**src/hdl/bfiq_pkg.sv**
```systemverilog
// shared types and constants of the bloom filter block
`default_nettype none

package bfiq_pkg;

  // payload and register widths
  localparam int KEY_W      = 32;
  localparam int HASH_W     = 32;
  localparam int CFG_W      = 17;
  localparam int SIZE_REG_W = 17;
  localparam int HCNT_REG_W = 5;
  localparam int CFG_IDX_W  = 2;

  // defaults of the top level parameters
  localparam int DEF_FILTER_BITS = 65536;
  localparam int DEF_MAX_HASHES  = 16;

  // register values after reset and the lower bound of the modulus
  localparam int RST_FILTER_SIZE = 65536;
  localparam int RST_HASH_COUNT  = 7;
  localparam int MIN_FILTER_SIZE = 8;

  // integer mixing hash
  localparam int MIX_SHL_A = 15;
  localparam int MIX_SHR_A = 12;
  localparam int MIX_SHL_B = 2;
  localparam int MIX_SHR_B = 4;
  localparam int MIX_SHR_C = 16;
  localparam int MIX_MUL_W = 12;
  localparam logic [MIX_MUL_W-1:0] MIX_MUL = 12'd2057;

  // remainder pipeline: bits of the hash consumed per stage
  localparam int MOD_STEP   = 4;
  localparam int MOD_STAGES = HASH_W / MOD_STEP;

  // queue depths
  localparam int CMDQ_DEPTH = 4;
  localparam int RES_DEPTH  = 16;

  // register indexes of the configuration port
  typedef enum logic [CFG_IDX_W-1:0] {
    CFG_FILTER_SIZE = 2'd0,
    CFG_HASH_COUNT  = 2'd1
  } cfg_idx_e;

  // command codes
  typedef enum logic {
    OP_INSERT = 1'b0,
    OP_QUERY  = 1'b1
  } op_e;

  // tag that travels with every probe slot
  typedef struct packed {
    logic query;  // slot belongs to a query item
    logic probe;  // slot addresses a bit (clear for a zero hash count)
    logic last;   // final slot of its item
  } slot_t;

endpackage

`default_nettype wire

```
**src/hdl/bfiq_fifo.sv**
```systemverilog
// small register queue used for commands and for results
`default_nettype none

module bfiq_fifo import bfiq_pkg::*; #(
  parameter int WIDTH = 1,
  parameter int DEPTH = 4
) (
  input  wire logic             clk_i,
  input  wire logic             rst_ni,
  input  wire logic             push_i,
  input  wire logic [WIDTH-1:0] wdata_i,
  output logic                  full_o,
  input  wire logic             pop_i,
  output logic      [WIDTH-1:0] rdata_o,
  output logic                  empty_o
);

  localparam int AW = $clog2(DEPTH);
  localparam int CW = $clog2(DEPTH + 1);

  logic [WIDTH-1:0] mem_q [DEPTH];
  logic [AW-1:0]    wptr_q, wptr_d;
  logic [AW-1:0]    rptr_q, rptr_d;
  logic [CW-1:0]    cnt_q, cnt_d;
  logic             do_push, do_pop;

  assign do_push = push_i & ~full_o;
  assign do_pop  = pop_i & ~empty_o;
  assign full_o  = (cnt_q == CW'(DEPTH));
  assign empty_o = (cnt_q == '0);
  assign rdata_o = mem_q[rptr_q];

  // pointer and fill count update
  always_comb begin
    wptr_d = wptr_q;
    rptr_d = rptr_q;
    cnt_d  = cnt_q;
    if (do_push) begin
      wptr_d = (wptr_q == AW'(DEPTH - 1)) ? '0 : wptr_q + AW'(1);
    end
    if (do_pop) begin
      rptr_d = (rptr_q == AW'(DEPTH - 1)) ? '0 : rptr_q + AW'(1);
    end
    if (do_push && !do_pop) begin
      cnt_d = cnt_q + CW'(1);
    end else if (!do_push && do_pop) begin
      cnt_d = cnt_q - CW'(1);
    end
  end

  always_ff @(posedge clk_i or negedge rst_ni) begin
    if (!rst_ni) begin
      wptr_q <= '0;
      rptr_q <= '0;
      cnt_q  <= '0;
    end else begin
      wptr_q <= wptr_d;
      rptr_q <= rptr_d;
      cnt_q  <= cnt_d;
    end
  end

  // entry storage
  always_ff @(posedge clk_i) begin
    if (do_push) begin
      mem_q[wptr_q] <= wdata_i;
    end
  end

endmodule

`default_nettype wire

```
**config.mk**
```make
export PLATFORM = sky130hd
export DESIGN_NAME = bfiq_fifo
export DESIGN_NICKNAME = d
export VERILOG_FILES = /design/src/hdl/bfiq_pkg.sv /design/src/hdl/bfiq_fifo.sv
export SDC_FILE = /design/constraint.sdc
export NUM_CORES = 1
export LEC_CHECK = 0
export CELL_PAD_IN_SITES_DETAIL_PLACEMENT = 0
export CELL_PAD_IN_SITES_GLOBAL_PLACEMENT = 1
export CORE_UTILIZATION = 25
export DETAILED_ROUTE_END_ITERATION = 10
export DONT_BUFFER_PORTS = 1
export PLACE_DENSITY = 0.41
export SETUP_SLACK_MARGIN = 0.3
export SYNTH_ARGS = -nofsm -noshare
export SYNTH_HDL_FRONTEND = slang
export SYNTH_SLANG_ARGS = --single-unit
export TNS_END_PERCENT = 10
```
**constraint.sdc**
```tcl
create_clock -name clk_i -period 5.8 [get_ports clk_i]
set_input_delay 0.29 -clock clk_i [delete_from_list [all_inputs] [get_ports clk_i]]
set_output_delay 0.29 -clock clk_i [all_outputs]
set_load 0.01 [all_outputs]
```
# After elaboration in Yosys (flattened, before gate mapping)
# Memories as Yosys holds them, arrays and structs flattened.
# Index checks and enable logic that the tools add are counted.
[word_totals]
n_memories = 1
out_inout_bits = 3
ram_bits = 4
in_bits = 5
ff_bits = 7
wordCells = 27
[memory_table]
columns = ["name", "words", "word_bits", "read_ports", "rd_clocked_by_memory_dff", "write_ports", "line_no", "rtl"]
rows = [
  ["mem_q", 4, 1, 1, 0, 1, "bfiq_fifo.sv:21", "logic [WIDTH-1:0] mem_q [DEPTH];"],
]
[classes]
n_reduce_logical = 6
muxes = 6
add_sub_neg = 4
n_eq_ne = 3
bitwise_logic = 4
[ops]
columns = ["op", "count"]
rows = [
  ["2-to-1 mux 3 bit", 2],
  ["adder 2 x 1 -> 2 bit, second input constant", 2],
  ["equality test 2 bit, second input constant", 2],
  ["2-to-1 mux 2 bit", 2],
  ["adder 3 x 1 -> 3 bit, second input constant", 1],
  ["equality test 3 bit, second input constant", 1],
  ["logical NOT 3 bit", 1],
  ["subtractor 3 x 1 -> 3 bit, second input constant", 1],
  ["bitwise AND 1 bit", 2],
  ["logical AND 1 bit", 2],
  ["logical NOT 1 bit", 2],
  ["2-to-1 mux 1 bit", 2],
  ["inverter 1 bit", 2],
  ["nonzero test 2 bit", 1],
]

# Longest topological paths before layout
[depth]
word_depth = 7
ltp_mapped = 9
ltp_nobuf = 8

# Worst setup path after synthesis
# No wires, ideal clock.
[synth_path]
kind = "reg2reg"
from = "register cnt_q[0]"
to = "register cnt_q[2]"
setup_slack_ps = 3762
path_buffers = 0
synth_period_minus_slack_ps = 2038
setup_time_ps = 79
arrival_ps = 1959
t_required_ps = 5721
path_stages_with_launch = 9
path_cell_list = "dfrtp_1 > nor3_1 > nand2b_2 > ha_1 > inv_1 > fa_1 > xor2_1 > nor2_1 > xor2_1"
[synth_between]
elab_chain_len = 6
word_cells_on_any_way = 15
cone_classes = "add/sub: 2; eq/ne: 1; mux: 2; bitwise: 4; reduce/logical: 6"
[synth_lines]
columns = ["item", "line_no", "rtl"]
rows = [
  ["start, declared", "bfiq_fifo.sv:24", "logic [CW-1:0] cnt_q, cnt_d;"],
  ["start signal, assigned", "bfiq_fifo.sv:59", "cnt_q <= cnt_d;"],
  ["logical NOT 3 bit (*)", "bfiq_fifo.sv:30", "assign empty_o = (cnt_q == '0);"],
  ["net empty_o", "bfiq_fifo.sv:15", "output logic empty_o"],
  ["inverter 1 bit (*)", "bfiq_fifo.sv:28", "assign do_pop = pop_i & ~empty_o;"],
  ["bitwise AND 1 bit (*)", "bfiq_fifo.sv:28", ""],
  ["logical NOT 1 bit", "bfiq_fifo.sv:44", "if (do_push && !do_pop) begin"],
  ["logical AND 1 bit", "bfiq_fifo.sv:44", ""],
  ["2-to-1 mux 3 bit or nonzero test 2 bit (tied branches)", "n/a", ""],
]
# The timed path passes the listed nets; every way through them passes the cells marked *. The select of a mux whose other input is x is not followed.
# A chain may end at the register's enable or synchronous reset.

# Final worst setup path
[layout_path]
from = "register cnt_q[2]"
to = "register cnt_q[2]"
[layout_between]
elab_chain_len = 6
word_cells_on_any_way = 15
cone_classes = "add/sub: 2; eq/ne: 1; mux: 2; bitwise: 4; reduce/logical: 6"
[layout_lines]
columns = ["item", "line_no", "rtl"]
rows = [
  ["equality test 3 bit (*)", "bfiq_fifo.sv:29", "assign full_o = (cnt_q == CW'(DEPTH));"],
  ["net full_o", "bfiq_fifo.sv:12", "output logic full_o,"],
  ["inverter 1 bit (*)", "bfiq_fifo.sv:27", "assign do_push = push_i & ~full_o;"],
  ["bitwise AND 1 bit (*)", "bfiq_fifo.sv:27", ""],
  ["logical NOT 1 bit", "bfiq_fifo.sv:46", "end else if (!do_push && do_pop) begin"],
  ["logical AND 1 bit", "bfiq_fifo.sv:46", ""],
  ["nonzero test 2 bit (no source line)", "n/a", ""],
]
# Marks and branches as above.

==> results by group <==
Run status
  – Status: completed

Finish
  – Commonest non-fill, non-tap cell in the layout: dfrtp_1
  – Layout cells sized above 1: roughly a third
  – Layout net count: a little under 60
  – Register area: 295 µm²
  – Final core occ: between 20% and 30%
  – Most frequent cells in the layout: 7 x dfrtp_1, 6 x ha_1, 4 x and2_2, 4 x edfxtp_1
  – Area Overhead vs Synth: 10.0%
  – FILL cells: around 240
  – Multi-input logic area: 282 µm²
  – Design area: 659 µm²
  – Antenna Cells: 0

Place
  – IO Port Bufs: 0
  – Routability cong.: roughly 0.7
  – Placed Area: 623 µm²
  – Hpwl dp: 704 µm

STA
  – Unrepaired setup endpoints after global routing: false
  – Fmax: 434 MHz
  – Clk_skew: 0.00393 ns
  – Slew Viols, Final: 0
  – Tmin final: 2.30 ns
  – Worst rel slew slack: between 60 and 70%
  – TNS Setup: 0 ns
  – Final Hold Viols: 0
  – Final Setup Violations: 0
  – Least-Margin Pin Slew: 0.547 ns
  – Final cycle utilization of the critical path: 39.7%

Routing
  – Routed vias/inst: 4.24
  – DRC viols: 0
  – Starting DRC count in detailed routing: 9
  – Via count: 314
  – Post-route ant nets: 0
  – DRT Wirelength: 853 µm
  – Mean routed wirelength per cell: roughly 12 µm
  – Initial DRT Pass Iterations: 2

Critical path
  – Cells on worst reg2reg path: 8
  – Critical path data required time: approximately 6 ns
  – Setup Crit Path Kind: reg -> reg
  – Setup crit start kind: flip-flop
  – WP data arrival: about 2.5 ns
  – CP endpoint kind: flip-flop
  – Worst-path maximum fanout: 7
  – Worst-path cell chain: nor3b_2, nor2b_1, ha_1, inv_1, fa_1, xor2_1, nor2_1, xor2_1
  – Most frequent cell on the critical path: xor2_1
  – CP max stage delay: approximately 0.45 ns
  – CP max stage cell: nor2b_1
  – Reg-to-reg setup timing slack: 3.50 ns

CTS
  – Clk Latency, worst-skew pair: 0.26 ns
  – CTS Buffer Depth: 2
  – CTS Buf Count: 3
  – CTS clock-pin slew for the worst setup and hold paths: 0.07 ns
  – H-tree Lvls: 1
  – Buffer count from post-CTS setup fixing: 0
  – Clock Sinks: 11
  – PostCTS Resize Cnt: 0
  – Root buf cell: clkbuf_4
  – CTS tree: done

Power and ir drop
  – Pint: 219 µW
  – Clock Power Share: 15.0%
  – Power Density: 505 mW/mm²
  – Combinational share of power: 41.0%
  – Net switching power: 114 µW
  – Sw Ratio: 34.2%
  – Flop pwr share: 44.0%
  – Worst vdd ir: 0.000151 V
  – Pleak: 0.281 nW

Global route
  – Vias in the first global route: ~350
  – Total overflow reported by the global router: 0
  – Initial antenna violation count: 0
  – Pin count of the biggest net entering global routing: 8
  – First-pass GRT wire length: roughly 1600 µm
  – Overall routing resource usage: 8.79%

Floorplan
  – IO Count: 8
  – # rows: 17
  – Die area: 0.00260 mm²
  – Core Footprint: roughly 0.0022 mm²
  – Initial core utilization: a little over a quarter
  – Die span in y: 51.0 µm
  – Die X: 51.0 µm

Logic synthesis
  – Synth cell types: 17
  – Yosys Warn Count: 0
  – FF+latch count, synth: 11
  – Synth Cell Area: 599 µm²
  – Post-Synthesis Mean Instance Area: about 14 µm²
  – Synth Instances: 42
  – Sequential share of the synthesized area: about half
  – Post-Syn Nets: 54

Min path
  – Worst Hold Class: in -> reg
  – Hold Path Cell Cnt: 0

Job
  – Max-cap violations: 0
layout make-up:
class | count | area share [%]
Sequential cell | 11 | 44.8
Clock buffer | 4 | 3.98
Timing Repair Buffer | 1 | 1.52
Tap cell | 28 | 5.31
Inverter | 3 | 1.71
Multi-Input combinational cell | 27 | 42.7
worst max-delay path: cells and delay by family (launching register included):
kind | cells | cell delay, ns
and+or+nand+nor | 3 | 0.77
DFF | 1 | 0.40
buffers and inverters | 1 | 0.06
adders and majority gates | 2 | 0.65
xor gates and xnor gates | 2 | 0.32
Yosys cell counts:
master / number / area share, %
dfrtp_1: 7 / 29
ha_1: 6 / 13
and2_2: 4 / 5.0
edfxtp_1: 4 / 20
inv_1: 3 / 1.9
mux2_2: 3 / 5.6
nor2_1: 3 / 1.9
mux2_4: 2 / 5.0
xor2_1: 2 / 2.9
buf_6: 1 / 1.9
fa_1: 1 / 3.3
mux4_2: 1 / 3.8
nand2b_2: 1 / 1.5
nor2b_1: 1 / 1.0
nor3_1: 1 / 0.83
nor3b_2: 1 / 2.1
xnor2_1: 1 / 1.5
per-layer routing:
layer / vias to the layer above / global-route usage, % / share of wire, %
li1: 150 / - / -
met5: - / 0 / 0
met3: 2 / 2.98 / 4.9
met4: 0 / 6.94 / 1.2
met1: 157 / 9.23 / 40
met2: 5 / 14.3 / 53
cells by family after synthesis:
family        after synthesis  synth area share [%]
buf+inv                     4                  3.76
flops                      11                  49.3
simple gates               11                  12.3
mux                         6                  14.4
xor+xnor                    3                  4.38
fa+ha+maj                   7                  15.9
stage by stage:
step	hold WS [ns]	setup WS, ns	instances	power [mW]
after floorplan	-0.00559	3.76	42	0.260
after global placement	-0.00541	3.60	69	0.274
after detailed placement	-0.00538	3.48	69	0.286
after CTS	0.111	3.44	74	0.343
after global routing	0.109	3.34	74	0.369
final	0.125	3.50	74	0.333
power groups by stage:
stage | logic, mW | registers (mW) | clock network [mW]
2_1_floorplan | 0.120 | 0.141 | 0
3_5_place_dp | 0.137 | 0.149 | 0
5_1_grt | 0.157 | 0.154 | 0.0580
6_report | 0.136 | 0.146 | 0.0500
4_1_cts | 0.140 | 0.148 | 0.0545
3_3_place_gp | 0.129 | 0.146 | 0
timing repair:
item	CTS	global route
hold endpoints to repair	7	0
endpoints found under the setup margin	0	0
hold buffers	1	0
flip-flops by register name (all words and copies together) (netlist names):
| signal | flops |
|---|---|
| mem_q | 4 |
| cnt_q | 3 |
| rptr_q | 2 |
| wptr_q | 2 |
final timing paths:
kind | end | start
max reg2reg | cnt_q[2]$_DFFE_PN0P_ | cnt_q[2]$_DFFE_PN0P_
min | mem_q[0]$_DFFE_PP_ | wdata_i
max | cnt_q[2]$_DFFE_PN0P_ | cnt_q[2]$_DFFE_PN0P_
min in group asynchronous | rptr_q[1]$_DFFE_PN0P_ | rst_ni
max in group asynchronous | wptr_q[0]$_DFFE_PN0P_ | rst_ni
min reg2reg | cnt_q[2]$_DFFE_PN0P_ | cnt_q[2]$_DFFE_PN0P_
Power figures use the tool's default switching activity.
