===== config.mk =====
export PLATFORM = sky130hd
export DESIGN_NAME = bfiq_hash_pipe
export DESIGN_NICKNAME = d
export VERILOG_FILES = /design/src/hdl/bfiq_pkg.sv /design/src/hdl/bfiq_hash_pipe.sv
export SDC_FILE = /design/constraint.sdc
export NUM_CORES = 2
export LEC_CHECK = 0
export ABC_CLOCK_PERIOD_IN_PS = 15100
export BUFFER_PORTS_ARGS = -buffer_cell sky130_fd_sc_hd__buf_2
export CORE_ASPECT_RATIO = 1.25
export CORE_MARGIN = 2
export CORE_UTILIZATION = 40
export CTS_CLUSTER_DIAMETER = 50
export DETAILED_ROUTE_END_ITERATION = 8
export SETUP_SLACK_MARGIN = 0.4
export SKIP_LAST_GASP = 1
export SLEW_MARGIN = 20
export SYNTH_ARGS = -nofsm -noshare
export SYNTH_HDL_FRONTEND = slang
export SYNTH_SLANG_ARGS = --single-unit

===== constraint.sdc =====
create_clock -name clk_i -period 15.1 [get_ports clk_i]
set_input_delay 1.51 -clock clk_i [delete_from_list [all_inputs] [get_ports clk_i]]
set_output_delay 1.51 -clock clk_i [all_outputs]
set_load 0.02 [all_outputs]

===== src/hdl/bfiq_pkg.sv =====
// shared types and constants of the bloom filter block
`default_nettype none

package bfiq_pkg;

  // payload and register widths
  localparam int KEY_W      = 32;
  localparam int HASH_W     = 32;
  localparam int CFG_W      = 17;
  localparam int SIZE_REG_W = 17;
  localparam int HCNT_REG_W = 5;
  localparam int CFG_IDX_W  = 2;

  // defaults of the top level parameters
  localparam int DEF_FILTER_BITS = 65536;
  localparam int DEF_MAX_HASHES  = 16;

  // register values after reset and the lower bound of the modulus
  localparam int RST_FILTER_SIZE = 65536;
  localparam int RST_HASH_COUNT  = 7;
  localparam int MIN_FILTER_SIZE = 8;

  // integer mixing hash
  localparam int MIX_SHL_A = 15;
  localparam int MIX_SHR_A = 12;
  localparam int MIX_SHL_B = 2;
  localparam int MIX_SHR_B = 4;
  localparam int MIX_SHR_C = 16;
  localparam int MIX_MUL_W = 12;
  localparam logic [MIX_MUL_W-1:0] MIX_MUL = 12'd2057;

  // remainder pipeline: bits of the hash consumed per stage
  localparam int MOD_STEP   = 4;
  localparam int MOD_STAGES = HASH_W / MOD_STEP;

  // queue depths
  localparam int CMDQ_DEPTH = 4;
  localparam int RES_DEPTH  = 16;

  // register indexes of the configuration port
  typedef enum logic [CFG_IDX_W-1:0] {
    CFG_FILTER_SIZE = 2'd0,
    CFG_HASH_COUNT  = 2'd1
  } cfg_idx_e;

  // command codes
  typedef enum logic {
    OP_INSERT = 1'b0,
    OP_QUERY  = 1'b1
  } op_e;

  // tag that travels with every probe slot
  typedef struct packed {
    logic query;  // slot belongs to a query item
    logic probe;  // slot addresses a bit (clear for a zero hash count)
    logic last;   // final slot of its item
  } slot_t;

endpackage

`default_nettype wire


===== src/hdl/bfiq_hash_pipe.sv =====
// hash pipeline: probe value, integer mixing hash and pipelined remainder
`default_nettype none

module bfiq_hash_pipe import bfiq_pkg::*; #(
  parameter int FILTER_BITS = DEF_FILTER_BITS,
  parameter int MAX_HASHES  = DEF_MAX_HASHES,
  localparam int HC_W  = $clog2(MAX_HASHES + 1),
  localparam int MOD_W = $clog2(FILTER_BITS + 1),
  localparam int AW    = $clog2(FILTER_BITS)
) (
  input  wire logic             clk_i,
  input  wire logic             rst_ni,
  input  wire logic             in_valid_i,
  input  wire slot_t            in_slot_i,
  input  wire logic [KEY_W-1:0] key_i,
  input  wire logic [HC_W-1:0]  probe_i,
  input  wire logic [MOD_W-1:0] modulus_i,
  output logic                  out_valid_o,
  output slot_t                 out_slot_o,
  output logic      [AW-1:0]    index_o
);

  localparam int SQ_W    = 2 * HC_W;
  localparam int MUL_EXT = MIX_MUL_W;

  // one restoring remainder step on the next hash bit
  function automatic logic [MOD_W-1:0] rem_step(logic [MOD_W-1:0] r, logic b,
                                                logic [MOD_W-1:0] m);
    logic [MOD_W:0] t;
    t = {r, b};
    if (t >= {1'b0, m}) begin
      t = t - {1'b0, m};
    end
    return t[MOD_W-1:0];
  endfunction

  logic [SQ_W-1:0]         sq;
  logic [HASH_W+HC_W-1:0]  vmul;
  logic [HASH_W+MUL_EXT-1:0] hmul;
  logic [HASH_W-1:0]       h1, h2, h3, h4, h5, h6;

  logic                    v1_q, v2_q, v3_q, v4_q, v5_q;
  slot_t                   s1_q, s2_q, s3_q, s4_q, s5_q;
  logic [HASH_W-1:0]       d1_q, d2_q, d3_q, d4_q, d5_q;
  logic [HC_W-1:0]         p1_q;

  logic [MOD_STAGES-1:0]   mv_q;
  slot_t                   ms_q   [MOD_STAGES];
  logic [MOD_W-1:0]        rem_q  [MOD_STAGES];
  logic [HASH_W-1:0]       bits_q [MOD_STAGES];

  // probe value: key plus square of the probe number, then times the probe number
  assign sq   = SQ_W'(probe_i) * SQ_W'(probe_i);
  assign vmul = {{HC_W{1'b0}}, d1_q} * {{HASH_W{1'b0}}, p1_q};

  // mixing hash, split over three stages
  assign h1   = ~d2_q + (d2_q << MIX_SHL_A);
  assign h2   = h1 ^ (h1 >> MIX_SHR_A);
  assign h3   = d3_q + (d3_q << MIX_SHL_B);
  assign h4   = h3 ^ (h3 >> MIX_SHR_B);
  assign hmul = {{MUL_EXT{1'b0}}, d4_q} * {{HASH_W{1'b0}}, MIX_MUL};
  assign h5   = hmul[HASH_W-1:0];
  assign h6   = h5 ^ (h5 >> MIX_SHR_C);

  always_ff @(posedge clk_i or negedge rst_ni) begin
    if (!rst_ni) begin
      v1_q <= 1'b0;
      v2_q <= 1'b0;
      v3_q <= 1'b0;
      v4_q <= 1'b0;
      v5_q <= 1'b0;
    end else begin
      v1_q <= in_valid_i;
      v2_q <= v1_q;
      v3_q <= v2_q;
      v4_q <= v3_q;
      v5_q <= v4_q;
    end
  end

  always_ff @(posedge clk_i) begin
    s1_q <= in_slot_i;
    d1_q <= key_i + HASH_W'(sq);
    p1_q <= probe_i;
    s2_q <= s1_q;
    d2_q <= vmul[HASH_W-1:0];
    s3_q <= s2_q;
    d3_q <= h2;
    s4_q <= s3_q;
    d4_q <= h4;
    s5_q <= s4_q;
    d5_q <= h6;
  end

  // remainder modulo the filter size, MOD_STEP (four) hash bits per stage
  for (genvar s = 0; s < MOD_STAGES; s++) begin : g_mod
    logic              vin;
    slot_t             sin;
    logic [MOD_W-1:0]  rin, rout;
    logic [HASH_W-1:0] bin, bout;

    if (s == 0) begin : g_first
      assign vin = v5_q;
      assign sin = s5_q;
      assign rin = '0;
      assign bin = d5_q;
    end else begin : g_next
      assign vin = mv_q[s-1];
      assign sin = ms_q[s-1];
      assign rin = rem_q[s-1];
      assign bin = bits_q[s-1];
    end

    always_comb begin
      rout = rin;
      bout = bin;
      for (int k = 0; k < MOD_STEP; k++) begin
        rout = rem_step(rout, bout[HASH_W-1], modulus_i);
        bout = bout << 1;
      end
    end

    always_ff @(posedge clk_i or negedge rst_ni) begin
      if (!rst_ni) begin
        mv_q[s] <= 1'b0;
      end else begin
        mv_q[s] <= vin;
      end
    end

    always_ff @(posedge clk_i) begin
      ms_q[s]   <= sin;
      rem_q[s]  <= rout;
      bits_q[s] <= bout;
    end
  end

  assign out_valid_o = mv_q[MOD_STAGES-1];
  assign out_slot_o  = ms_q[MOD_STAGES-1];
  assign index_o     = rem_q[MOD_STAGES-1][AW-1:0];

endmodule

`default_nettype wire


### Word level (Yosys, flattened, before mapping)

Memories as Yosys holds them, arrays and structs flattened.
Index checks and enable logic that the tools add are counted.

| cells by class | value |
|---|---|
| $add $sub $neg | 35 |
| $mul | 3 |
| order comparisons | 32 |
| multiplexer cells | 32 |
| bitwise gates (word level) | 4 |

Operators with widths:

| kind | count |
|---|---|
| 18-bit by 17-bit greater-or-equal comparator with 1-bit output | 31 |
| 17-bit 2-to-1 mux | 32 |
| 17-bit subtractor | 31 |
| 32-bit adder | 2 |
| 32-bit by 10-bit adder with 32-bit output | 1 |
| 32-bit by 12-bit multiplier with 32-bit output, second input constant | 1 |
| 32-bit by 5-bit multiplier with 32-bit output | 1 |
| 32-bit inverter | 1 |
| 32-bit by 16-bit bitwise XOR with 32-bit output | 1 |
| 32-bit by 20-bit bitwise XOR with 32-bit output | 1 |
| 32-bit by 28-bit bitwise XOR with 32-bit output | 1 |
| 1-bit by 17-bit greater-or-equal comparator with 1-bit output | 1 |
| 1-bit by 17-bit subtractor with 17-bit output | 1 |
| 5-bit by 5-bit multiplier with 10-bit output | 1 |

| word-level totals | value |
|---|---|
| bits in registers | 193 |
| memory bits (writable) | 384 |
| input bits | 60 |
| output and inout port bits | 20 |
| logic and storage cells | 143 |
| memories | 3 |

Memories:

| name | depth | width | rd ports | clocked after memory_dff | wr ports | line | text |
|---|---|---|---|---|---|---|---|
| bits_q | 8 | 28 | 7 | 0 | 8 | bfiq_hash_pipe.sv:50 | `logic [HASH_W-1:0] bits_q [MOD_STAGES];` |
| rem_q | 8 | 17 | 8 | 0 | 8 | bfiq_hash_pipe.sv:49 | `logic [MOD_W-1:0] rem_q [MOD_STAGES];` |
| ms_q | 8 | 3 | 8 | 0 | 8 | bfiq_hash_pipe.sv:48 | `slot_t ms_q [MOD_STAGES];` |

### Depth between registers and ports, before layout

An unclocked memory read counts as a cell.

| logic depth | value |
|---|---|
| word-level depth | 9 |
| gate-level depth with buffers | 52 |
| depth with buffers taken out | 46 |

### Worst setup path after synthesis

OpenSTA, ideal clock, no wires.

| timing | value |
|---|---|
| kind | input -> register |
| from | input modulus_i[1] |
| to | memory rem_q[1][58] in the netlist's numbering |
| library setup time | 0.121 ns |
| data arrival time | 12.436 ns |
| data required time | 14.979 ns |
| setup slack | 2.543 ns |
| stages | 47 |
| buffers on the path | 6 |
| cell sequence | inv_1 -> fa_1 -> a211oi_1 -> o21ai_0 -> nand2_1 -> o221a_2 -> a21o_1 -> a31oi_1 -> clkbuf_1 -> clkbuf_1 -> o21ai_0 -> fa_1 -> nand2b_1 -> a21oi_1 -> nor4_1 -> o21ai_1 -> a41oi_2 -> nand2_1 -> (+11 left out) -> a21boi_0 -> or3_1 -> buf_4 -> buf_6 -> mux2i_1 -> fa_1 -> a21o_1 -> a21oi_1 -> o21ai_0 -> o41ai_1 -> nand2b_1 -> a21boi_0 -> o21a_1 -> o41a_1 -> a211oi_1 -> o211ai_4 -> buf_6 -> mux2_2 |

RTL lines:

| what | line | text |
|---|---|---|
| start, declared | bfiq_hash_pipe.sv:17 | `input wire logic [MOD_W-1:0] modulus_i,` |
| end, declared | bfiq_hash_pipe.sv:49 |  |

==> summary.md <==
| Metric | Value |
|---|---|
| Die width | `319 um` |
| Net count, final | `6943` |
| Die height | `slightly below 400 um` |
| Final worst-path cycle share | `85.8%` |
| CP Capture Type | `flop` |
| DRT antenna net count | `0` |
| Startpoint type of the worst setup path | `primary input` |
| Number of global-route vias before repair | `42400` |
| DRT iter0 DRCs | `about 1900` |
| Synth Register Bits | `about 460` |
| Highest-delay cell along the critical path | `o41ai_1` |
| Least-Margin Pin Slew | `1.11 ns` |
| Fin. Hold Viols | `0` |
| Synth area leader | `dfxtp_1` |
| Post-synth top area share | `around 18%` |
| TritonCTS clock tree | `yes` |
| First-pass GRT wire length | `220 mm` |
| Critical path class | `in2reg` |
| Status | `finished, final reports clean` |
| Num CTS Buffers | `74` |
| CP Max Fanout | `28` |
| Clk buf depth | `3` |
| Die footprint | `127000 sq um` |
| Ys flop type | `dfxtp_1` |
| Post-CTS Resized | `0` |
| Final HPWL DP | `approximately 110 mm` |
| Ys async rst share | `2.80%` |
| Yosys cell types | `93` |
| Pre-CTS setup slack | `1.58 ns` |
| Commonest non-fill, non-tap cell in the layout | `ha_1` |
| # IOs | `80` |
| Reg-to-reg setup timing slack | `3.14 ns` |
| H-tree lvl count | `3` |
| Area Overhead vs Synth | `10.6%` |
| Sequential element share of the synthesized area | `18.9%` |
| Critical Path RT | `15.64 ns` |
| Routability cong. | `0.949` |
| Final worst setup slack | `2.14 ns` |
| Hold_buf cts | `0` |
| Detailed Routing Iterations Pass 1 | `6` |
| Mean Syn Cell Area | `8.40 sq um` |
| Reg2reg end | `rem_q[0][66]` |
| Synthesized Nets | `6828` |
| Critical Path Start | `modulus_i[0]` |
| Initial Utilization | `40.3%` |
| Post-CTS Setup Bufs | `0` |
| Netlist Area Pre-Place | `49600 sq um` |
| DR vias | `about 43000` |
| Avg WL per Cell | `17.9 um` |
| Fmax | `around 0.077 GHz` |
| # rows | `about 140` |
| Synth warn | `0` |
| Overflow after GRT | `0` |
| Setup TNS | `0 ns` |
| GRT Total Usage | `21.5%` |
| Unrepaired setup endpoints after global routing | `no` |
| Routed wire length | `138 mm` |
| Worst Hold Launch | `bits_q[1][10]` |
| Clock slew at the register clock pins of the worst setup and hold paths | `~0.060 ns` |
| CP max stage delay | `0.70 ns` |
| Hold Crit Class | `reg2reg` |
| Worst endpoint data arrival time | `13.50 ns` |
| Synth top area cells | `dfxtp_1, ha_1, xnor2_1` |
| CP Capture Point | `rem_q[1][31]` |
| Syn Inst Count | `5910` |
| Post-route clock skew | `between 0.03 and 0.04 ns` |
| Max-cap violations | `0` |
| Commonest non-fill, non-tap cells in the layout | `ha_1, nand2_1, dfxtp_1, a21oi_1, inv_1` |
| Post-synth EDFFs | `0` |
| Final min period | `between 10 and 15 ns` |
| Slew Limit Fails | `0` |
| Vias per inst | `5.57` |
| Rel. slew slack | `25.8%` |
| Reg-to-Reg Start | `bits_q[2][27]` |
| Worst-skew pair later-pin latency | `roughly 0.68 ns` |
| R2r worst-path depth | `between 40 and 50` |
| Core Region | `123000 sq um` |
| DRC viols | `0` |
| # setup viols final | `0` |
| I/O Buffers | `79` |
| Largest net degree at the start of global routing | `33` |
| Initial antenna violation count | `0` |
| Share of cells above drive strength 1 | `10.2%` |
| Most used cell, CP | `a21oi_1` |
| CTS Sinks | `around 460` |
| Root Buffer | `clkbuf_16` |
| # diodes | `0` |
per-stage QoR:
stage / std cells / instance area [sq um] / hold WS (ns) / util, %
final: 7690 / 54900 / 0.322 / 44.5
after global routing: 7690 / 54900 / 0.327 / 44.5
after CTS: 7689 / 54800 / 0.320 / 44.5
after detailed placement: 7554 / 52100 / 0.312 / 42.3
after global placement: 7554 / 52100 / 0.310 / 42.3
after floorplan: 5910 / 49600 / 0.310 / -
synth_stat cells (23+ instances only):
library cell / n
ha_1: 711
nand2_1: 456
dfxtp_1: 451
inv_1: 449
a21oi_1: 441
nor2_1: 394
xnor2_1: 374
o21ai_0: 305
mux2_2: 233
a21o_1: 205
xor2_1: 201
fa_1: 147
nor3_1: 135
nand4_1: 95
nand3_1: 94
and2_1: 92
o21a_1: 86
nor2b_1: 83
nand2b_1: 80
clkbuf_1: 76
mux2i_1: 61
and3_1: 51
a211oi_1: 48
a31oi_1: 47
o21bai_1: 47
or3_1: 43
o31ai_1: 37
or2_2: 37
a21boi_0: 33
o211ai_1: 33
o221ai_1: 29
nor4_1: 23
logic make-up (layout without fill, tap and decap cells):
kind of cell	count (synthesis)	in the layout	share of synthesized area, %
AOI/OAI and AO/OA	1514	1514	19.9
xor gates and xnor gates	578	578	10.3
adders and majority gates	858	858	23.9
buffers and inverters	554	728	4.30
DFF	464	464	18.9
muxes	308	308	6.90
and+or+nand+nor	1634	1634	15.9
routing by layer:
metal | up-vias | global-route usage [%] | share of wire [%]
li1 | 21500 | - | -
met3 | 358 | 2.34 | 3.4
met1 | 20100 | 23.5 | 40
met5 | - | 0 | 0
met4 | 0 | 12.0 | 5.9
met2 | 893 | 40.4 | 51
critical path, delay by kind of cell:
kind | cells | cell delay, ns
AND/OR/NAND/NOR | 10 | 1.56
AO/OA/AOI/OAI | 26 | 6.41
adder cells (fa/ha/maj) | 5 | 2.02
multiplexers | 2 | 0.68
buffers and inverters | 5 | 1.25
worst min path at each step:
stage / to / slack, ns / cells after the start
after floorplan: bits_q[0][0] / 0.31 / 0
after global placement: bits_q[0][8] / 0.31 / 0
after detailed placement: bits_q[0][22] / 0.31 / 0
after CTS: bits_q[4][21] / 0.32 / 0
after global routing: bits_q[4][25] / 0.33 / 0
final: bits_q[2][14] / 0.32 / 0
layout make-up:
type | instances | area (sq um)
Inverter | 450 | 1690
Fill cell | 12200 | 68400
Clock buffer | 85 | 1950
Tap cell | 1606 | 2010
Timing Repair Buffer | 143 | 896
Multi-Input combinational cell | 4892 | 38200
Sequential cell | 464 | 9360
Clock inverter | 50 | 769
state kept, by name (all words and copies together), names as in the netlist, 5 cells and up:
name and count:
p1_q 5, d5_q 32, rem_q 135, bits_q 112, g_mod.vin 8, d2_q 32, d1_q 32, ms_q 24
d3_q 32, d4_q 32
Power is not shown: default switching activity piles up to over one toggle a cycle in this logic, so the estimate is an artifact.
