==> src/hdl/bfiq_pkg.sv <==
// shared types and constants of the bloom filter block
`default_nettype none

package bfiq_pkg;

  // payload and register widths
  localparam int KEY_W      = 32;
  localparam int HASH_W     = 32;
  localparam int CFG_W      = 17;
  localparam int SIZE_REG_W = 17;
  localparam int HCNT_REG_W = 5;
  localparam int CFG_IDX_W  = 2;

  // defaults of the top level parameters
  localparam int DEF_FILTER_BITS = 65536;
  localparam int DEF_MAX_HASHES  = 16;

  // register values after reset and the lower bound of the modulus
  localparam int RST_FILTER_SIZE = 65536;
  localparam int RST_HASH_COUNT  = 7;
  localparam int MIN_FILTER_SIZE = 8;

  // integer mixing hash
  localparam int MIX_SHL_A = 15;
  localparam int MIX_SHR_A = 12;
  localparam int MIX_SHL_B = 2;
  localparam int MIX_SHR_B = 4;
  localparam int MIX_SHR_C = 16;
  localparam int MIX_MUL_W = 12;
  localparam logic [MIX_MUL_W-1:0] MIX_MUL = 12'd2057;

  // remainder pipeline: bits of the hash consumed per stage
  localparam int MOD_STEP   = 4;
  localparam int MOD_STAGES = HASH_W / MOD_STEP;

  // queue depths
  localparam int CMDQ_DEPTH = 4;
  localparam int RES_DEPTH  = 16;

  // register indexes of the configuration port
  typedef enum logic [CFG_IDX_W-1:0] {
    CFG_FILTER_SIZE = 2'd0,
    CFG_HASH_COUNT  = 2'd1
  } cfg_idx_e;

  // command codes
  typedef enum logic {
    OP_INSERT = 1'b0,
    OP_QUERY  = 1'b1
  } op_e;

  // tag that travels with every probe slot
  typedef struct packed {
    logic query;  // slot belongs to a query item
    logic probe;  // slot addresses a bit (clear for a zero hash count)
    logic last;   // final slot of its item
  } slot_t;

endpackage

`default_nettype wire

==> src/hdl/bfiq_probe_seq.sv <==
// probe sequencer: takes commands from the front queue and issues one probe per cycle while an item runs
`default_nettype none

module bfiq_probe_seq import bfiq_pkg::*; #(
  parameter int MAX_HASHES = DEF_MAX_HASHES,
  localparam int HC_W = $clog2(MAX_HASHES + 1)
) (
  input  wire logic             clk_i,
  input  wire logic             rst_ni,
  // front queue head
  input  wire logic             item_valid_i,
  input  wire logic             item_cmd_i,
  input  wire logic [KEY_W-1:0] item_key_i,
  output logic                  item_pop_o,
  // configuration and status
  input  wire logic [HC_W-1:0]  hash_count_i,
  input  wire logic             store_busy_i,
  input  wire logic             res_pop_i,
  // probe slots to the hash pipeline
  output logic                  slot_valid_o,
  output slot_t                 slot_o,
  output logic      [KEY_W-1:0] key_o,
  output logic      [HC_W-1:0]  probe_o
);

  localparam int CR_W = $clog2(RES_DEPTH + 1);

  typedef enum logic [1:0] {
    ST_IDLE = 2'b01,
    ST_RUN  = 2'b10
  } seq_state_e;

  seq_state_e       state_q, state_d;
  logic [KEY_W-1:0] key_q;
  logic             query_q;
  logic [HC_W-1:0]  cnt_q;
  logic [HC_W-1:0]  idx_q, idx_d;
  logic [CR_W-1:0]  credit_q, credit_d;
  logic             is_query, credit_ok, can_load, last_slot, load;

  assign is_query  = (op_e'(item_cmd_i) == OP_QUERY);
  assign credit_ok = (credit_q < CR_W'(RES_DEPTH));
  assign can_load  = item_valid_i & ~store_busy_i & (~is_query | credit_ok);
  assign last_slot = (cnt_q == '0) || (idx_q == cnt_q);

  // next state: a new item may follow right after the last slot of the current one
  always_comb begin
    state_d = state_q;
    idx_d   = idx_q;
    load    = 1'b0;
    unique case (state_q)
      ST_IDLE: begin
        if (can_load) begin
          load    = 1'b1;
          state_d = ST_RUN;
          idx_d   = HC_W'(1);
        end
      end
      ST_RUN: begin
        if (last_slot) begin
          if (can_load) begin
            load  = 1'b1;
            idx_d = HC_W'(1);
          end else begin
            state_d = ST_IDLE;
          end
        end else begin
          idx_d = idx_q + HC_W'(1);
        end
      end
      default: begin
        state_d = ST_IDLE;
      end
    endcase
  end

  // result slots reserved by queries in flight or waiting in the result queue
  always_comb begin
    credit_d = credit_q;
    if ((load && is_query) && !res_pop_i) begin
      credit_d = credit_q + CR_W'(1);
    end else if (!(load && is_query) && res_pop_i) begin
      credit_d = credit_q - CR_W'(1);
    end
  end

  always_ff @(posedge clk_i or negedge rst_ni) begin
    if (!rst_ni) begin
      state_q  <= ST_IDLE;
      idx_q    <= '0;
      credit_q <= '0;
    end else begin
      state_q  <= state_d;
      idx_q    <= idx_d;
      credit_q <= credit_d;
    end
  end

  // item latched for the duration of its probes
  always_ff @(posedge clk_i) begin
    if (load) begin
      key_q   <= item_key_i;
      query_q <= is_query;
      cnt_q   <= hash_count_i;
    end
  end

  assign item_pop_o   = load;
  assign slot_valid_o = (state_q == ST_RUN);
  assign slot_o.query = query_q;
  assign slot_o.probe = (cnt_q != '0);
  assign slot_o.last  = last_slot;
  assign key_o        = key_q;
  assign probe_o      = idx_q;

endmodule

`default_nettype wire

==> config.mk <==
export PLATFORM = sky130hd
export DESIGN_NAME = bfiq_probe_seq
export DESIGN_NICKNAME = d
export VERILOG_FILES = /design/src/hdl/bfiq_pkg.sv /design/src/hdl/bfiq_probe_seq.sv
export SDC_FILE = /design/constraint.sdc
export NUM_CORES = 1
export LEC_CHECK = 0
export BUFFER_PORTS_ARGS = -buffer_cell sky130_fd_sc_hd__buf_2
export CORE_MARGIN = 5
export CORE_UTILIZATION = 46
export CTS_CLUSTER_DIAMETER = 200
export DETAILED_ROUTE_END_ITERATION = 10
export PLACE_DENSITY_LB_ADDON = 0.3
export SLEW_MARGIN = 20
export SYNTH_ARGS = -nofsm -noshare
export SYNTH_HDL_FRONTEND = slang
export SYNTH_SLANG_ARGS = --single-unit
==> constraint.sdc <==
create_clock -name clk_i -period 4.9 [get_ports clk_i]
set_clock_uncertainty 0.2 [all_clocks]
set_input_delay 0.735 -clock clk_i [delete_from_list [all_inputs] [get_ports clk_i]]
set_output_delay 0.735 -clock clk_i [all_outputs]
set_load 0.05 [all_outputs]
; ---- Word-level counts from Yosys, hierarchy flattened
; Index checks and enable logic that the tools add are counted.
[op_classes]
n_reduce_logical = 11
bitwise = 5
n_addsub = 3
n_mux = 12
n_eq_ne = 6
n_lt_le_gt_ge = 1
[op_table]
columns = cell, count
row1 = 2-to-1 mux 5 bit, 4
row2 = "adder 5 x 1 -> 5 bit, second input constant", 2
row3 = one-hot mux 5 bit (2 select lines), 1
row4 = 2-to-1 mux 2 bit, 3
row5 = equality test 5 bit, 1
row6 = zero test 5 bit, 1
row7 = "< comparator 5 bit, second input constant", 1
row8 = nonzero test 5 bit, 1
row9 = "subtractor 5 x 1 -> 5 bit, second input constant", 1
row10 = "inequality test 2 bit, second input constant", 2
row11 = one-hot mux 2 bit (2 select lines), 1
row12 = nonzero test 2 bit, 2
row13 = logical AND 1 bit, 3
row14 = AND reduction 3 bit, 1
row15 = bitwise AND 1 bit, 2
row16 = "equality test 2 x 1 -> 1 bit, second input constant", 1
row17 = "equality test 2 bit, second input constant", 1
row18 = zero test 1 bit, 2
row19 = 2-to-1 mux 1 bit, 2
row20 = "inequality test 2 x 1 -> 1 bit, second input constant", 1
row21 = NOT 1 bit, 2
row22 = one-hot mux 1 bit (2 select lines), 1
row23 = logical OR 1 bit, 1
row24 = OR 1 bit, 1
[word_totals]
register_bits = 50
elab_cells = 44

; ---- Longest topological paths before layout
; Gate-level depths: netlist (run 1).
[logic_depth]
ltp_word = 11
ltp_mapped = 12
ltp_nobuf = 12

; ---- Worst setup path after synthesis (run 1)
; No wires, ideal clock.
[synth_timing]
path_kind = reg-to-output
start = register idx_q[2], in the netlist probe_o[2]
end = output port item_pop_o
setup_slack_ps = -900
path_buffers = 0
arrival_ps = 4865
path_stages_with_launch = 6
path_cell_list = dfrtp_1 -> xnor2_1 -> nand2_2 -> o21ai_2 -> a21oi_1 -> nor3_1
[synth_between]
elab_chain_len = 4
[synth_rtl]
columns = item, line_no
row1 = start: declaration, bfiq_probe_seq.sv:37  ; logic [HC_W-1:0] idx_q, idx_d;
row2 = start signal: assignment, bfiq_probe_seq.sv:94  ; idx_q <= idx_d;
row3 = equality test 5 bit, bfiq_probe_seq.sv:44  ; assign last_slot = (cnt_q == '0) || (idx_q == cnt_q);
row4 = logical OR 1 bit, bfiq_probe_seq.sv:44
row5 = named net last_slot, bfiq_probe_seq.sv:39  ; logic is_query, credit_ok, can_load, last_slot, load;
row6 = 2-to-1 mux 1 bit, bfiq_probe_seq.sv:60  ; if (last_slot) begin
row7 = one-hot mux 1 bit (2 select lines), bfiq_probe_seq.sv:51  ; unique case (state_q)
row8 = end: declaration, bfiq_probe_seq.sv:14  ; output logic item_pop_o,
; The timed path passes the listed nets, and every way through them passes these cells.

; ---- Worst setup path after layout (run 1)
[layout_timing]
start = register idx_q[2], in the netlist probe_o[2]
end = register credit_q[4]
[layout_between]
elab_chain_len = 8
word_cells_on_any_way = 10
classes_between = eq/ne (1) / mux (3) / reduce/logical (6)
[layout_rtl]
columns = item, line_no
row1 = equality test 5 bit (*), bfiq_probe_seq.sv:44
row2 = logical OR 1 bit (*), bfiq_probe_seq.sv:44
row3 = 2-to-1 mux 1 bit (*), bfiq_probe_seq.sv:60
row4 = one-hot mux 1 bit (2 select lines) (*), bfiq_probe_seq.sv:51
row5 = logical AND 1 bit (*), "bfiq_probe_seq.sv:80, bfiq_probe_seq.sv:82"
row6 = zero test 1 bit, bfiq_probe_seq.sv:82  ; end else if (!(load && is_query) && res_pop_i) begin
row7 = logical AND 1 bit, bfiq_probe_seq.sv:82
row8 = nonzero test 2 bit (no source line), -
row9 = end signal: assignment, bfiq_probe_seq.sv:95  ; credit_q <= credit_d;
row10 = end: declaration, bfiq_probe_seq.sv:38  ; logic [CR_W-1:0] credit_q, credit_d;
; Every way passes the cells marked *; elsewhere a longest branch is shown, timed or not.
; A chain may end at the register's enable or synchronous reset.

==> results of run 1 <==
-- layout make-up --
type | instances | share of cell area [%]
clock buffer | 6 | 2.87
clock inverter | 2 | 0.543
inverter | 9 | 1.33
multi-input combinational | 61 | 18.9
sequential | 50 | 57.0
tap | 50 | 2.47
timing repair buffer | 85 | 16.9
-- where the power goes --
group | internal (mW) | total [mW] | leakage, nW | switching, mW
clock network | 0.101 | 0.230 | 0.0452 | 0.130
logic | 0.158 | 0.519 | 0.579 | 0.361
registers | 0.555 | 0.613 | 0.495 | 0.0580
-- worst max-delay path: stages (launching register included) --
cell	delay, ns
sky130_fd_sc_hd__dfrtp_1	0.48
sky130_fd_sc_hd__xnor2_1	0.23
sky130_fd_sc_hd__nand2_2	0.11
sky130_fd_sc_hd__o21ai_2	0.16
sky130_fd_sc_hd__a21oi_1	0.13
sky130_fd_sc_hd__nor4b_1	0.35
sky130_fd_sc_hd__ha_1	0.27
sky130_fd_sc_hd__inv_1	0.11
sky130_fd_sc_hd__ha_1	0.33
sky130_fd_sc_hd__a21o_1	0.19
sky130_fd_sc_hd__a21oi_1	0.17
sky130_fd_sc_hd__mux2i_1	0.23
sky130_fd_sc_hd__xnor2_1	0.13
-- per-stage QoR --
stage	hold slack (ns)	cell area, µm²	util, %	instances	worst slack [ns]
4_1_cts	0.0996	2530	62.4	263	1.71
2_1_floorplan	0.239	1970	-	123	0.636
3_3_place_gp	0.280	2450	60.3	255	1.82
3_5_place_dp	0.284	2450	60.3	255	1.73
6_report	0.105	2530	62.4	263	1.73
5_1_grt	0.118	2530	62.4	263	1.39
-- final timing paths --
check | start | end | slack [ns] | cells past startpoint
worst min-delay path | rst_ni | state_q[1]$_DFFE_PN0P_ | 0.11 | 1
min in group clk_i | credit_q[4]$_DFFE_PN0P_ | credit_q[4]$_DFFE_PN0P_ | 0.30 | 1
max in group asynchronous | rst_ni | state_q[0]$_DFFE_PN1P_ | 4.12 | 1
worst max-delay path | probe_o[2]$_DFFE_PN0P_ | credit_q[4]$_DFFE_PN0P_ | 1.73 | 12
worst max register to register | probe_o[2]$_DFFE_PN0P_ | credit_q[4]$_DFFE_PN0P_ | 1.73 | 12
worst min register to register | credit_q[4]$_DFFE_PN0P_ | credit_q[4]$_DFFE_PN0P_ | 0.30 | 1
-- cells in the final DEF, fill, tap and decap left out, types with 2 or more instances in the layout --
cell type and instances:
sky130_fd_sc_hd__buf_2 84, sky130_fd_sc_hd__edfxtp_1 38, sky130_fd_sc_hd__dfrtp_1 11, sky130_fd_sc_hd__inv_1 9, sky130_fd_sc_hd__xnor2_1 7, sky130_fd_sc_hd__ha_1 7
sky130_fd_sc_hd__nor2_1 6, sky130_fd_sc_hd__nand2_1 5, sky130_fd_sc_hd__a21oi_1 5, sky130_fd_sc_hd__clkbuf_8 5, sky130_fd_sc_hd__o21ai_0 4, sky130_fd_sc_hd__nor3_1 3
sky130_fd_sc_hd__a21o_1 3, sky130_fd_sc_hd__o2bb2ai_1 3, sky130_fd_sc_hd__mux2i_1 3, sky130_fd_sc_hd__nand3_1 2, sky130_fd_sc_hd__xor2_1 2
-- registers in the layout, indices dropped and copies added, names as in the netlist --
register,count
cnt_q,5
credit_q,5
key_o,32
probe_o,5
query_q,1
state_q,2
-- cells by family after synthesis --
kind of cell	synth area share (%)
compound gates	7.52
fa+ha+maj	5.48
simple gates	5.29
buf+inv	2.68
mux	1.53
flops	73.5
xor+xnor	4.02
-- layer usage --
metal / vias to the layer above / global-route usage (%) / share of wire [%]
met5: - / 0 / 0
met3: 6 / 8.97 / 13
met2: 66 / 28.0 / 49
met4: 0 / 5.24 / 1.4
li1: 622 / - / -
met1: 610 / 17.6 / 37
==> results.txt, run 1 <==
The initial antenna violation count came out at 0. The area taken by flip-flops and latches came out at 1440 µm². Summed over all layers, the routed wires come to 4150 µm. Summing all multi-input logic gate instances after layout gives 479 µm².

The logs give 5 for the clock buffer count from CTS and 23 for the standard-cell row count. The start-to-end type of the worst setup path was flop to flop. The logs give 0 for the count of cells resized by post-cts repair and 5670 µm² for the total die area. The run gives 0 as the count of maximum capacitance violations. In this run the mean area of a mapped cell was 16.0 µm². The later pin in the worst-skew pair is clocked with a latency of 0.30 ns. 0 antenna diodes ended up in the layout. The logs give 0 for the total count of hold-check failures in the final report and 115 for the number of DRC markers after the initial detailed-route iteration. Total count of max-transition violations in the final report: 0. Dividing total power by cell area gives a power density of 538 nW/µm².

The iteration count of the initial detailed-routing pass was 6. Ranked by total cell area, the synthesized netlist is headed by sky130_fd_sc_hd__edfxtp_1 58%, sky130_fd_sc_hd__dfrtp_1 14%, sky130_fd_sc_hd__ha_1 4.5%. The number of clock sinks was 50. Die span in x: 75.3 µm. The floorplan step set the die height to 75.3 µm.

The CTS clock-pin slew for the worst setup and hold paths came out at 0.09 ns. The DRC violation count after routing came out at 0. For the overall power, the log shows 1.36 mW. The relative slew slack is 69.0%, and the synthesized instance count is 123.

Once the floorplan was initialized, standard cells occupied 48.4% of the core. Static timing analysis puts the maximum clock frequency at 0.315 GHz. The run gives 16.5% as the overall fraction of global-route tracks in use. STA classifies the critical path startpoint as a flop. The flow ran to the end, and the final reports show no timing, DRC or antenna violations.

Pin count of the biggest net entering global routing: 39. The mapped netlist covers 1960 µm². Setup repair after global routing left no endpoint under its margin. The number of vias in the routed layout is 1,304, and the final estimated routing congestion in global placement is 0.755. Setup total negative slack on the finished layout was measured at 0 ns. Data on the critical path arrives at its endpoint at 3.20 ns. For this design, the CTS-stage hold fixing added 0 buffers.

Counting flops and latches in the post-synthesis netlist gives 50. The detail route stage leaves a number of antenna-violating nets equal to 0. Ranked by instance count, the synthesized netlist is headed by 38 x sky130_fd_sc_hd__edfxtp_1, 11 x sky130_fd_sc_hd__dfrtp_1, 9 x sky130_fd_sc_hd__inv_1.

Fill cells in the final layout number 320. Detailed placement finished with a half-perimeter wire length of 3270 µm. The logs give 1,475 for the via count of the first global-routing pass and 0 for the remaining global-route overflow. For the synthesized net count, the log shows 174. Of the synthesized area, sequential elements account for 73.5%.

TritonCTS built the clock tree. Post-CTS setup buffer count: 0. Synthesis instantiated 28 different standard cells from the library. The quantity of I/O buffers inserted on ports was 84. Compared with the post-synthesis result, the final layout area differs by 29.0%. For this run, the leading register cell type out of synthesis is sky130_fd_sc_hd__edfxtp_1. For the worst setup path, the data required time is 4.93 ns.

The share of cells above drive strength 1 was 46.0%; the first-pass GRT wire length was 6840 µm. The synthesized design spends more area on one cell type than any other, namely sky130_fd_sc_hd__edfxtp_1. The top fanout value on the critical path is 7, and the detail-routed via count per cell is 4.96.

Yosys printed 0 warnings. The final critical path takes up 64.8% of the cycle. The net total in the final layout was 263. Setup violations remaining at the end of the flow were counted as 0. For this run, asynchronously set or reset flops after synthesis account for 24.0%. The most common cell in the synthesized netlist is sky130_fd_sc_hd__edfxtp_1. Yosys mapped a number of flops with a built-in enable equal to 38. Summed over all cells, the static leakage comes to 1.12 nW. The critical path capture point type is a flop.

The path class of the tightest hold or removal check is input pin to async pin. The run gives 85 as the top-level port count. The top cell type by area accounts for 58.1% of the synthesized area. The clock tree synthesis step divided the H-tree into 2 levels. The worst path needs 3.17 ns of the cycle, external delays included.

For the placeable core region, the log shows 4060 µm². The run gives 2 as the number of buffers on the longest clock path. Routed wire length per instance: 15.8 µm. CTS root buffer: sky130_fd_sc_hd__clkbuf_8. At the pin with the least slew margin, the transition time is 0.466 ns.

The peak supply drop is 0.456 mV.
(Power assumes the default switching activity.)
==> inputs of run 2 (changes only) <==
==> constraint.sdc (replaced) <==
create_clock -name clk_i -period 3.17 [get_ports clk_i]
set_clock_uncertainty 0.2 [all_clocks]
set_input_delay 0.4755 -clock clk_i [delete_from_list [all_inputs] [get_ports clk_i]]
set_output_delay 0.4755 -clock clk_i [all_outputs]
set_load 0.05 [all_outputs]
==> run 2 against run 1 <==
Net effect:
- routed wire length down 0.96%
- via count up 0.46%
- first-iteration DRC count down 31%
- sequential share of layout area down 1.7 points
- final cell count up 1.1%
- power up 61%
- count of clock-buffer cells in the layout up 1
- maximum frequency up 6.2%
- worst setup slack worse by 1.5 ns
- flip-flop and latch count unchanged
- critical endpoint unchanged
- largest power group unchanged
- highest routed layer unchanged
==> results.txt, run 2 (same netlist as run 1, synthesis figures left out) <==
TritonCTS built the clock tree. The tools report the pin count of the biggest net entering global routing as 39. The final design area excluding fillers is 2620 µm², and the die span in x is 75.3 µm. The shortest clock period the worst path allows after layout is 2.99 ns.

The CTS clock-pin slew for the worst setup and hold paths is 0.08 ns, and the total detailed-routing wirelength is 4110 µm. The run gives 0 as the count of maximum capacitance violations. After detailed routing, the wire length on met1 is 1610 µm. Global routing used 16.1% of the available tracks across all layers.

The floorplan step defined a die boundary enclosing 5670 µm². The top metal layer carrying routed signals is met4. Summing all placed instances gives a cell area of 2460 µm².

The worst setup path is launched from a flop. For this design the static power due to leakage is 1.15 nW. The via count of the first global-routing pass is 1,443, and the placeable core region is 4060 µm². The library cells used most frequently in the layout, excluding fill and tap cells, are 84 x sky130_fd_sc_hd__buf_2, 38 x sky130_fd_sc_hd__edfxtp_1, 9 x sky130_fd_sc_hd__inv_1. The routed wire length per instance works out to 15.5 µm. The DRC violation count after routing is 0. The final estimated routing congestion in global placement came out at 0.892. The routed design uses 2050 µm of met2 wire. The relative slew slack is 68.4%.

The starting density of the core came out at 48.4%. The H-tree depth is 2. The count of filler cells inserted in the layout came out at 329. For the initial antenna violation count, the log shows 0. The iteration count of the initial detailed-routing pass is 4. Top-level port count: 85.

The CTS root buffer was sky130_fd_sc_hd__clkbuf_8. Static timing analysis puts the maximum clock frequency at 0.335 GHz. For the net total in the final layout, the log shows 266.

Setup violations remaining at the end of the flow were counted as 0. The run finished with clean final reports. The register with the most flip-flops in the layout has 32 of them. The final cycle utilization of the critical path is 94.3%, and the utilization of the core after routing is 64.6%.

For this block, the initial DRC count from the detailed router was 79. In the final layout, the share of cells above drive strength 1 is 52.8%. The logs give 2 for the number of buffers on the longest clock path and 0.519 mV for the peak supply drop. The setup path with the least slack is of type flop to flop.

Of all nets on the critical path, the largest fanout is 4. At the pin with the least slew margin, the transition time is 0.474 ns. Leading cell type in the layout, fill and taps excluded: sky130_fd_sc_hd__buf_2.

The total count of hold-check failures in the final report came out at 0. Data arrives at the worst endpoint at 3.01 ns. The total half-perimeter wirelength after legalization and detailed placement is 3210 µm. After detailed routing, the number of vias per cell comes to 4.92. The logs give 6630 µm for the first-pass GRT wire length and 3.20 ns for the data required time of the critical path.

In this run the worst hold path is classified as input pin to flop. For the number of clock sinks, the log shows 50. Setup slack on the critical path of the routed design comes to 0.182 ns. The die outline height was 75.3 µm. The quantity of I/O buffers inserted on ports was 84. STA classifies the critical path endpoint as a flop.

The clock buffer count from CTS is 5. For this run the aggregate overflow at the end of global routing stands at 0. The areal power density over the cells works out to 835 nW/µm². Row generation in the floorplan step produced 23 rows. The run gives 0 as the total count of max-transition violations in the final report. The synthesis-to-layout area growth is 33.6%, and the number of nets with antenna violations after routing is 0.

The run gives 401 µm as the routed wire length on met3. OpenSTA, run right after detailed placement, puts the worst setup slack at 0.0842 ns. Insertion delay of the later-clocked pin in the worst-skew pair: 0.30 ns.

For the antenna cell count, the log shows 0. The tools report the number of vias in the routed layout as 1,310.
run 2: per-stage QoR:
step	power (mW)	std cells	TNS (ns)	hold WS (ns)
2_1_floorplan	1.58	123	0	-0.0201
3_3_place_gp	1.74	256	0	0.165
3_5_place_dp	1.78	256	0	0.173
4_1_cts	2.18	265	0	0.135
5_1_grt	2.32	266	-0.0143	0.119
6_report	2.19	266	0	0.146
run 2: routing by layer:
layer  global-route usage, %  vias to the layer above
li1                        -                      631
met1                    19.2                      617
met2                    26.3                       58
met3                    6.73                        4
met4                    5.83                        0
met5                       0                        -
run 2: power breakdown:
group | switching, mW | internal (mW) | total (mW)
Clock | 0.199 | 0.200 | 0.399
Combinational | 0.575 | 0.268 | 0.843
Sequential | 0.0858 | 0.861 | 0.947
run 2: timing repair:
action                                  in CTS  in global routing
endpoints found under the setup margin       0                  2
gates resized for setup                      0                  6
buffers inserted                             0                  1
endpoints found under the hold margin       11                  0
hold buffers                                 1                  0
run 2: worst max-delay path: stages, from the launching register on:
cell	delay, ns
sky130_fd_sc_hd__edfxtp_1	0.43
sky130_fd_sc_hd__xnor2_1	0.23
sky130_fd_sc_hd__nand3_2	0.14
sky130_fd_sc_hd__o21ai_2	0.17
sky130_fd_sc_hd__a21oi_2	0.11
sky130_fd_sc_hd__nor4b_2	0.24
sky130_fd_sc_hd__ha_2	0.23
sky130_fd_sc_hd__inv_1	0.08
sky130_fd_sc_hd__ha_1	0.33
sky130_fd_sc_hd__a21o_1	0.19
sky130_fd_sc_hd__a21oi_1	0.18
sky130_fd_sc_hd__mux2i_1	0.24
sky130_fd_sc_hd__xnor2_1	0.13
run 2: layout make-up:
cell class                      count  area, µm²  area share (%)
Sequential cell                    50       1450            55.2
Clock buffer                        7       96.3            3.67
Tap cell                           50       62.6            2.39
Clock inverter                      1       8.76           0.334
Multi-Input combinational cell     61        519            19.8
Inverter                            9       33.8            1.29
Timing Repair Buffer               88        453            17.3
run 2: final timing paths:
path                                    startpoint                 endpoint  slack, ns  cells after the start
max reg2reg                     cnt_q[4]$_DFFE_PN_  credit_q[4]$_DFFE_PN0P_       0.18                     12
max in group asynchronous                   rst_ni   state_q[0]$_DFFE_PN1P_       2.11                      2
min                                 item_key_i[28]      key_o[28]$_DFFE_PN_       0.15                      1
max                             cnt_q[4]$_DFFE_PN_  credit_q[4]$_DFFE_PN0P_       0.18                     12
min in group asynchronous                   rst_ni   probe_o[4]$_DFFE_PN0P_       0.39                      2
min reg2reg                credit_q[4]$_DFFE_PN0P_  credit_q[4]$_DFFE_PN0P_       0.28                      1
